### config.mk
export PLATFORM = sky130hd
export DESIGN_NAME = slmt_ram
export DESIGN_NICKNAME = d
export VERILOG_FILES = /design/src/hw/rtl/slmt_ram.sv
export SDC_FILE = /design/constraint.sdc
export NUM_CORES = 1
export LEC_CHECK = 0
export ABC_CLOCK_PERIOD_IN_PS = 4400
export BUFFER_PORTS_ARGS = -buffer_cell sky130_fd_sc_hd__clkbuf_2
export CORE_MARGIN = 8
export CORE_UTILIZATION = 60
export DETAILED_ROUTE_END_ITERATION = 12
export HOLD_SLACK_MARGIN = 0.12
export PLACE_DENSITY = 0.75
export SLEW_MARGIN = 20
export SYNTH_ARGS = -nofsm -noshare
export SYNTH_HDL_FRONTEND = slang
export SYNTH_SLANG_ARGS = --single-unit
### constraint.sdc
create_clock -name clock -period 4.4 [get_ports clock]
set_input_delay 0.22 -clock clock [delete_from_list [all_inputs] [get_ports clock]]
set_output_delay 0.22 -clock clock [all_outputs]
set_load 0.02 [all_outputs]
### src/hw/rtl/slmt_ram.sv
// Generic single-port-write, single-port-read RAM with registered read data.
`timescale 1ns / 1ps
`default_nettype none
module slmt_ram #(
   parameter int WIDTH = 16,
   parameter int DEPTH = 64,
   parameter int AW    = (DEPTH > 1) ? $clog2(DEPTH) : 1
) (
   input  wire logic             clock,
   input  wire logic             wr_en,
   input  wire logic [AW-1:0]    wr_addr,
   input  wire logic [WIDTH-1:0] wr_data,
   input  wire logic [AW-1:0]    rd_addr,
   output logic      [WIDTH-1:0] rd_data
);

   logic [WIDTH-1:0] mem_ff [DEPTH];

   always_ff @(posedge clock) begin
      if (wr_en) begin
         mem_ff[wr_addr] <= wr_data;
      end
      rd_data <= mem_ff[rd_addr];
   end

endmodule
`default_nettype wire

# After elaboration in Yosys (flattened, before gate mapping)
# Memories as Yosys holds them, arrays and structs flattened. A register that Yosys moved wholly into a read port is not among the register bits.
# Index checks and enable logic that the tools add are counted.
[word_totals]
ff_bits = 0
ram_bits = 1024
in_bits = 30
memories = 1
[op_classes]
mux = 2
[memory_table]
columns = ["name", "words", "word_bits", "read_ports", "rd_clocked_by_memory_dff", "wr", "line_no", "rtl"]
rows = [
  ["mem_ff", 64, 16, 1, 1, 1, "17", "logic [WIDTH-1:0] mem_ff [DEPTH];"],
]
[ops]
columns = ["cell", "n"]
rows = [
  ["$mux W1", 2],
]

# Longest topological paths before layout
# Gate-level depths: netlist (run 1).
[depth]
ltp_word = 2
depth_mapped = 10

# Worst setup path before layout (run 1)
# Ideal clock, no wire load.
[synth_timing]
path_type = "input -> register"
start = "input port wr_addr[3]"
end = "memory mem_ff[48][0] (enable)"
t_arrival_ns = 1.846
t_required_ns = 3.991
setup_slack_ns = 2.145
path_stages = 4
path_cell_list = "clkbuf_1 -> nor2b_1 -> nand4b_1 -> nor3_1"
[synth_lines]
columns = ["element", "line_no", "rtl"]
rows = [
  ["start, declared", "11", "input wire logic [AW-1:0] wr_addr,"],
  ["end, declared", "17", ""],
]
# No word-level cell before the write port.

==> metrics.txt, run 1 <==
Iter 0 DRT Violations ~2400; Worst Hold Class primary input to flip-flop; Starting Density 0.6080; Setup-failing EPs final 0; final hold violations 0; Async S/R FF share, synth 0; Post-synth EDFFs slightly above 1000; Layout Nets ~2000; RSZ-0062 raised after global routing false; wirelength, routed roughly 91 mm; share of layout cells above drive strength 1 0.2627; post-synth cell types 43; total global routing overflow 0; CP cell instances clkbuf_8, buf_4, mux4_2, mux2i_1, a22oi_1, a31oi_1, a311oi_1; largest net degree at the start of global routing 91; Max Fclk slightly below 0.4 GHz; DR vias/cell between 6 and 7; Ys Warns 0; Post-DP HPWL about 53 mm; Final Cell Area approximately 45000 sq um; pwr dens approximately 450 nW/um^2; post-CTS sizing 0; setup_tns 0 ps; area leader, netlist edfxtp_1; VDD IR max around 0.27 mV; critical path's largest stage delay approximately 730 ps; syn avg cell area 21.89 sq um; final worst-path cycle share 0.5862; status finished clean; cell count after synthesis about 1800; vias in the first global route around 20000; ANT nets after route 0; Synth Register Bits around 1000; initial antenna violation count 5; DR pass1 iterations 5; DRC 0; fin. max-slew vios 0; LEAKAGE roughly 0.014 uW; Crit Path Category primary input to flip-flop; Wirelength per Cell around 31 um; clk slew on worst S/H paths approximately 60 ps; Longest Clk Path Bufs 3; Worst Tran Pin Value 1065 ps; clock buffer count from CTS a little under 100; I/O Buffers 45; Overall Global Routing Usage 0.2453; Area growth syn-to-layout 11.36%; post-layout min period about 2600 ps; sequential area share after synthesis 0.7759; I/O pins 46; Max H-tree Level 3; dominant synthesized flop cell edfxtp_1; Worst-Skew Late Latency ~650 ps; highest net fanout along the worst path 90; # rows between 90 and 100; DIE HEIGHT around 270 um; Critical-path top delay cell buf_4; Worst EP arrival approximately 3000 ps; RePlAce Congestion roughly 0.9; CP Launch Type primary input; top post-synthesis cells by area edfxtp_1 (77%), mux4_2 (12%), mux2i_1 (2.1%); mapped cell area 40040 sq um; syn_nets between 1500 and 2000; WP data required ~4900 ps; top cells by instance count after synthesis edfxtp_1 (1024), mux4_2 (220), mux2i_1 (85), nor2_1 (72), nand2_1 (59); max-cap viol count 0; clock sink count roughly 1000; final setup skew approximately 22 ps; core area about 66000 sq um; post-place instance area about 41000 sq um; Die Wd around 270 um; routed vias 19214; Slew HR 0.2892; CTS tree yes; Worst setup EP type flip-flop; Yosys top cell area share 0.7679; cell with the most instances after synthesis edfxtp_1; DIE AREA between 70000 and 80000 sq um; global-route wire length before repair 132.9 mm; CTS root buf clkbuf_16
==> report_power, final <==
part | total [uW] | switching, uW | internal (uW) | leakage [uW]
clock network | 8170 | 3440 | 4720 | 0.00150
logic | 1000 | 644 | 358 | 0.00333
registers | 11000 | 52.9 | 11000 | 0.00935
==> layout make-up <==
type / instances / area [sq um]
antenna: 2 / 5.005
clock buffer: 133 / 2685
sequential: 1040 / 31070
clock inverter: 43 / 416.7
tap: 864 / 1081
timing repair buffer: 147 / 1071
fill: 3957 / 21270
multi-input combinational: 685 / 8262
==> registers in the layout, summed over array words and instances (netlist names) <==
signal	count
mem_ff	1024
rd_data	16
==> layout by cell type, fill, tap and decap left out, drive strengths merged, types with 2 or more instances in the layout <==
| cell | instances |
|---|---|
| nand3 | 24 |
| clkinvlp | 5 |
| mux2 | 27 |
| nand4 | 12 |
| dlygate4sd3 | 2 |
| nand3b | 2 |
| nand2 | 60 |
| a311oi | 8 |
| dfxtp | 16 |
| a211o | 8 |
| and4 | 5 |
| nor2 | 74 |
| a221o | 6 |
| nor3 | 2 |
| clkinv | 27 |
| nand2b | 3 |
| a22o | 6 |
| mux2i | 85 |
| nor4 | 3 |
| a221oi | 16 |
| clkbuf | 176 |
| inv | 3 |
| and2 | 2 |
| diode | 2 |
| mux4 | 224 |
| a21oi | 17 |
| buf | 102 |
| bufinv | 8 |
| edfxtp | 1024 |
| o21ai | 8 |
| nor2b | 30 |
| a31oi | 8 |
| a211oi | 8 |
| a22oi | 39 |
| a41oi | 5 |
==> path summary, 6_finish.rpt <==
path	from	to	slack, ps	depth (start not counted)
max	rd_addr[2]	rd_data[9]	1820	7
min	wr_addr[1]	mem_ff[51][10]	180	3
max reg2reg	mem_ff[54][6]	rd_data[6]	2310	4
min reg2reg	mem_ff[27][10]	rd_data[10]	850	4
==> critical path, delay by kind of cell <==
kind,cells,cell delay [ps]
buffers and inverters,2,1320
multiplexers,2,700
AO/OA/AOI/OAI,3,700
==> metrics by stage <==
step / total power [uW] / hold slack, ps / instances / setup slack, ps / utilization
floorplan: 11790 / 318.9 / 1829 / 2145 / -
global placement: 12200 / 660.3 / 2734 / 1309 / 0.6295
detailed placement: 12230 / 658.4 / 2734 / 1221 / 0.6295
CTS: 20290 / 120.6 / 2912 / 1904 / 0.6769
global route: 20690 / 167.3 / 2912 / 1776 / 0.6769
finish: 20190 / 175.2 / 2914 / 1821 / 0.6770
==> cell families (layout without fill, tap and decap cells) <==
logic type | count (synthesis) | in the layout | share of synthesized area
simple gates | 220 | 220 | 0.02647
compound gates | 129 | 129 | 0.02409
mux | 336 | 336 | 0.1552
flops | 1040 | 1040 | 0.7759
buf+inv | 104 | 323 | 0.01831
other cells | 0 | 2 | 0
==> repair_timing <==
item	4_1_cts	5_1_grt
hold buffers	2	0
buffers inserted	0	0
hold endpoints to repair	2	0
==> routing by layer <==
layer / global-route usage / wire [um] / share of wire / vias up
li1: - / - / - / 7956
met1: 0.3361 / 34330 / 0.38 / 10061
met2: 0.3899 / 44540 / 0.49 / 1014
met3: 0.04931 / 8780 / 0.096 / 179
met4: 0.09942 / 3669 / 0.040 / 4
met5: 0 / 29 / 0.00032 / -
(Power assumes the default switching activity.)
==> run 2: changes to the inputs <==
--- a/config.mk
+++ b/config.mk
@@ -5,7 +5,7 @@
 export SDC_FILE = /design/constraint.sdc
 export NUM_CORES = 1
 export LEC_CHECK = 0
-export ABC_CLOCK_PERIOD_IN_PS = 4400
+export ABC_CLOCK_PERIOD_IN_PS = 2500
 export BUFFER_PORTS_ARGS = -buffer_cell sky130_fd_sc_hd__clkbuf_2
 export CORE_MARGIN = 8
 export CORE_UTILIZATION = 60
==> constraint.sdc (replaced) <==
create_clock -name clock -period 2.5 [get_ports clock]
set_input_delay 0.125 -clock clock [delete_from_list [all_inputs] [get_ports clock]]
set_output_delay 0.125 -clock clock [all_outputs]
set_load 0.02 [all_outputs]
==> metrics.txt, run 2 (synthesis gave the netlist of run 1 again) <==
Max Fclk approximately 0.42 GHz; Starting Density 0.6080; I/O pins 46; VDD IR max 0.7179 mV; biggest regs mem_ff: 1024 flops, rd_data: 16 flops; clock sink count ~1000; status finished clean; post-layout min period about 2400 ps; LEAKAGE between 0.01 and 0.015 uW; Slew HR 0.2879; final hold violations 0; global-route wire length before repair 136.6 mm; Area growth syn-to-layout 13.75%; DR pass1 iterations 5; Setup-failing EPs final 0; reg2reg setup slack around 360 ps; fin. max-slew vios 0; Die Wd between 200 and 300 um; worst reg2reg endpoint rd_data[13]; Reg with most FFs mem_ff; Iter 0 DRT Violations approximately 2500; highest net fanout along the worst path 12; initial antenna violation count 9; Worst-Skew Late Latency roughly 650 ps; Layout Nets approximately 2100; Overall Global Routing Usage 0.2519; CP top delay family buffers and inverters; Largest register FFs between 1000 and 1500; R2R Path Start mem_ff[56][13]; I/O Buffers between 40 and 50; final worst-path cycle share 0.9427; routed vias roughly 20000; DRC 0; share of layout cells above drive strength 1 0.2943; total global routing overflow 0; Wirelength per Cell 31.38 um; critical path's largest stage delay just under 600 ps; Worst EP arrival ~2900 ps; ANT nets after route 0; CP cell instances dlygate4sd3_1, clkbuf_2, buf_4, nor2_1, a22oi_1, a31oi_1, buf_4, a311oi_1; WP data required around 3000 ps; CTS tree yes; final setup skew 9.942 ps; Longest Clk Path Bufs 3; CTS root buf clkbuf_16; DIE AREA between 70000 and 80000 sq um; RSZ-0062 raised after global routing false; vias in the first global route approximately 20000; total power around 36000 uW; largest net degree at the start of global routing 65; Buf/Inv on CP 4; CP Launch Type primary input; non-filler cells, final ~3000; DIE HEIGHT ~270 um; pwr dens 791.9 nW/um^2; crit path from rd_addr[4]; CP Capture Point rd_data[9]; clk slew on worst S/H paths about 70 ps; most used cell, CP buf_4; Post-CTS Setup Inserts 0; Crit Path Category primary input to flip-flop; Critical-path top delay cell nor2_1; DR vias/cell 6.635; Max H-tree Level 3; # rows 94; RePlAce Congestion between 0.8 and 0.9; Worst setup EP type flip-flop; Post-DP HPWL 57.14 mm; most frequent cells in the layout edfxtp_1 (1024), mux4_2 (220), buf_4 (165); core area between 60000 and 70000 sq um; wirelength, routed around 95 mm; Worst Hold Class primary input to flip-flop; Worst R2R Path Depth 5; Worst Tran Pin Value around 1100 ps; clock buffer count from CTS 100; WP depth 8; most common cell after layout, fill and taps aside edfxtp_1; placed cells ~2800; max-cap viol count 0
## run 2: routing by layer
metal / vias up / wire length (um) / global-route usage
li1: 8131 / - / -
met1: 10440 / 34960 / 0.3453
met2: 1196 / 46240 / 0.4061
met3: 213 / 9792 / 0.05297
met4: 6 / 3468 / 0.08555
met5: - / 40 / 0
## run 2: where the power goes
| group | internal (uW) | switching, uW | total [uW] |
|---|---|---|---|
| sequential | 19300 | 64.3 | 19400 |
| combinational | 741 | 1190 | 1930 |
| clock | 8500 | 6270 | 14800 |
| total | 28500 | 7520 | 36100 |
## run 2: worst min path at each step
stage,startpoint,to,slack [ps],cells past startpoint
finish,wr_data[15],mem_ff[42][15],150,2
global route,wr_data[15],mem_ff[42][15],170,2
detailed placement,rd_data[12],rd_data[12],550,1
CTS,wr_data[10],mem_ff[4][10],150,1
floorplan,wr_data[0],mem_ff[0][0],220,0
global placement,rd_data[12],rd_data[12],550,1
## run 2: layout make-up
class                           count  area (sq um)
Fill cell                        3908         20320
Sequential cell                  1040         31070
Tap cell                          864          1081
Clock inverter                     63         579.3
Timing Repair Buffer              234          1929
Multi-Input combinational cell    685          8252
Clock buffer                      122          2626
Antenna cell                        4         10.01
## run 2: through the flow
| step | cell area (sq um) | hold WS [ps] | utilization | setup WS, ps | setup TNS (ps) |
|---|---|---|---|---|---|
| after global routing | 45540 | 172.1 | 0.6914 | 28.29 | 0 |
| after global placement | 42290 | 547.4 | 0.6421 | -20.07 | -33.51 |
| final | 45550 | 145.5 | 0.6915 | 143.2 | 0 |
| after detailed placement | 42290 | 549.2 | 0.6421 | -17.05 | -17.05 |
| after CTS | 45530 | 148.6 | 0.6914 | 101.5 | 0 |
| after floorplan | 40040 | 223.9 | - | 340.2 | 0 |
## run 2: what timing repair did
action	in CTS	in global routing
setup endpoints to repair	0	1
hold endpoints to repair	42	0
hold buffers	4	0
resized for setup	0	1
==> run 3: changes to the inputs <==
--- a/config.mk
+++ b/config.mk
@@ -6,7 +6,8 @@
 export NUM_CORES = 1
 export LEC_CHECK = 0
 export ABC_CLOCK_PERIOD_IN_PS = 2500
-export BUFFER_PORTS_ARGS = -buffer_cell sky130_fd_sc_hd__clkbuf_2
+export BUFFER_PORTS_ARGS = -buffer_cell sky130_fd_sc_hd__buf_2
+export CORE_ASPECT_RATIO = 0.6
 export CORE_MARGIN = 8
 export CORE_UTILIZATION = 60
 export DETAILED_ROUTE_END_ITERATION = 12
==> metrics.txt, run 3 (synthesis gave the netlist of run 1 again) <==
Overall Global Routing Usage 0.2577; RePlAce Congestion between 0.8 and 0.9; Reg with most FFs mem_ff; initial antenna violation count 7; clk slew on worst S/H paths 60 ps; crit path from wr_en; final hold slack roughly 130 ps; final setup skew about 26 ps; Worst-Skew Late Latency approximately 660 ps; core area 66130 sq um; most used cell, CP dlygate4sd3_1; DIE AREA roughly 76000 sq um; vias in the first global route roughly 20000; Area growth syn-to-layout 13.68%; final hold violations 0; biggest regs mem_ff: 1024 flops, rd_data: 16 flops; Crit Path Category primary input to flip-flop; I/O Buffers 45; Wirelength per Cell between 30 and 40 um; R2R Path Start mem_ff[50][14]; highest net fanout along the worst path 6; Min-Delay Startpoint wr_data[15]; Setup-failing EPs final 0; post-layout min period approximately 2300 ps; Finished Core Util 0.6883; critical path's largest stage delay roughly 660 ps; global-route wire length before repair between 100 and 150 mm; routed vias around 20000; reg2reg setup slack 300 ps; # rows 73; CP Launch Type primary input; placed cells ~2900; total power roughly 36000 uW; DR pass1 iterations 6; most frequent cells in the layout edfxtp_1 (1024), mux4_2 (220), buf_4 (157); Worst R2R Path Depth 4; Buf/Inv on CP 4; LEAKAGE approximately 0.015 uW; Worst Hold Endpoint mem_ff[3][15]; fin. max-slew vios 0; CTS root buf clkbuf_16; max-cap viol count 0; total global routing overflow 0; RSZ-0062 raised after global routing false; Worst setup EP type flip-flop; pwr dens 781.1 nW/um^2; Worst Tran Pin Value roughly 970 ps; CP cell instances dlygate4sd3_1, buf_2, nor2b_1, dlygate4sd3_1, nand2_1, nor2_1, dlygate4sd3_1; Post-DP HPWL 61.91 mm; CTS tree yes; DRC 0; Iter 0 DRT Violations 3039; Starting Density 0.6055; Slew HR 0.3516; Final Cell Area 45520 sq um; status finished clean; clock sink count 1040; clock buffer count from CTS ~90; largest net degree at the start of global routing 65; Critical-path top delay cell dlygate4sd3_1; CP top delay family buffers and inverters; Worst Hold Class primary input to flip-flop; WP data required around 2900 ps; hold path depth 1; worst reg2reg endpoint rd_data[14]; ANT nets after route 0; DIE HEIGHT roughly 220 um; Longest Clk Path Bufs 3; Max H-tree Level 3; non-filler cells, final about 3000; post-CTS sizing 0; I/O pins 46; Largest register FFs slightly above 1000; Die Wd between 300 and 400 um; antenna cells 0; VDD IR max around 0.7 mV; DR vias/cell ~6.6; Max Fclk 0.4436 GHz; share of layout cells above drive strength 1 0.2877; Worst EP arrival approximately 2600 ps; final worst-path cycle share 0.9017; Layout Nets around 2100; most common cell after layout, fill and taps aside edfxtp_1; wirelength, routed around 97 mm; Fill cells between 4000 and 5000; post-place instance area between 40000 and 50000 sq um
-- run 3: cell types whose count changed in the layout (fill, tap and decap cells not counted), moves of 9 or more --
| cell | previous run | this run |
|---|---|---|
| clkbuf_2 | 41 | 0 |
| clkbuf_8 | 3 | 13 |
| buf_2 | 1 | 42 |
| clkinv_1 | 22 | 6 |
| clkbuf_16 | 101 | 92 |
| dlygate4sd3_1 | 4 | 15 |
-- run 3: power by group --
| part | switching [uW] | total [uW] | internal (uW) | leakage (uW) |
|---|---|---|---|---|
| logic | 1260 | 2020 | 760 | 0.00386 |
| clock network | 6000 | 14200 | 8180 | 0.00146 |
| registers | 61.8 | 19400 | 19300 | 0.00935 |
| total | 7320 | 35600 | 28200 | 0.0147 |
-- run 3: stage by stage --
stage | worst slack [ps] | setup TNS (ps)
2_1_floorplan | 340.2 | 0
3_3_place_gp | -155.9 | -155.9
3_5_place_dp | -167.2 | -210.1
4_1_cts | 338.9 | 0
5_1_grt | 179.0 | 0
6_report | 245.8 | 0
-- run 3: layer usage --
| metal | wire length (um) | vias up | share of wire | GRT usage |
|---|---|---|---|---|
| met3 | 15140 | 161 | 0.16 | 0.1045 |
| li1 | - | 8115 | - | - |
| met1 | 38980 | 10493 | 0.40 | 0.3932 |
| met4 | 1916 | 12 | 0.020 | 0.05624 |
| met5 | 146 | - | 0.0015 | 0.009211 |
| met2 | 40810 | 1263 | 0.42 | 0.3504 |
-- run 3: worst max-delay path by stage --
stage                     to  slack [ps]  cells after the start
3_5_place_dp     rd_data[12]        -170                      7
6_report       mem_ff[44][6]         250                      7
3_3_place_gp     rd_data[12]        -160                      7
2_1_floorplan  mem_ff[48][0]         340                      4
5_1_grt        mem_ff[44][6]         180                      7
4_1_cts        mem_ff[44][6]         340                      7
-- run 3: final cells by class --
type	instances	area [sq um]	area share
clock buffers	131	2579	0.05665
clock inverters	29	411.6	0.009043
flip-flops and latches	1040	31070	0.6826
multi-input cells	685	8252	0.1813
well taps	900	1126	0.02474
repair buffers	242	2081	0.04571
-- run 3: what timing repair did --
item,in CTS,in global routing
buffers inserted,0,0
hold buffers,15,0
hold endpoints to repair,323,0
-- run 3: worst register-to-register path, cell delays in order, from the launching register on --
cell      delay, ps
edfxtp_1        370
mux4_2          450
a22oi_1         660
nand3_1         310
and4_1          290
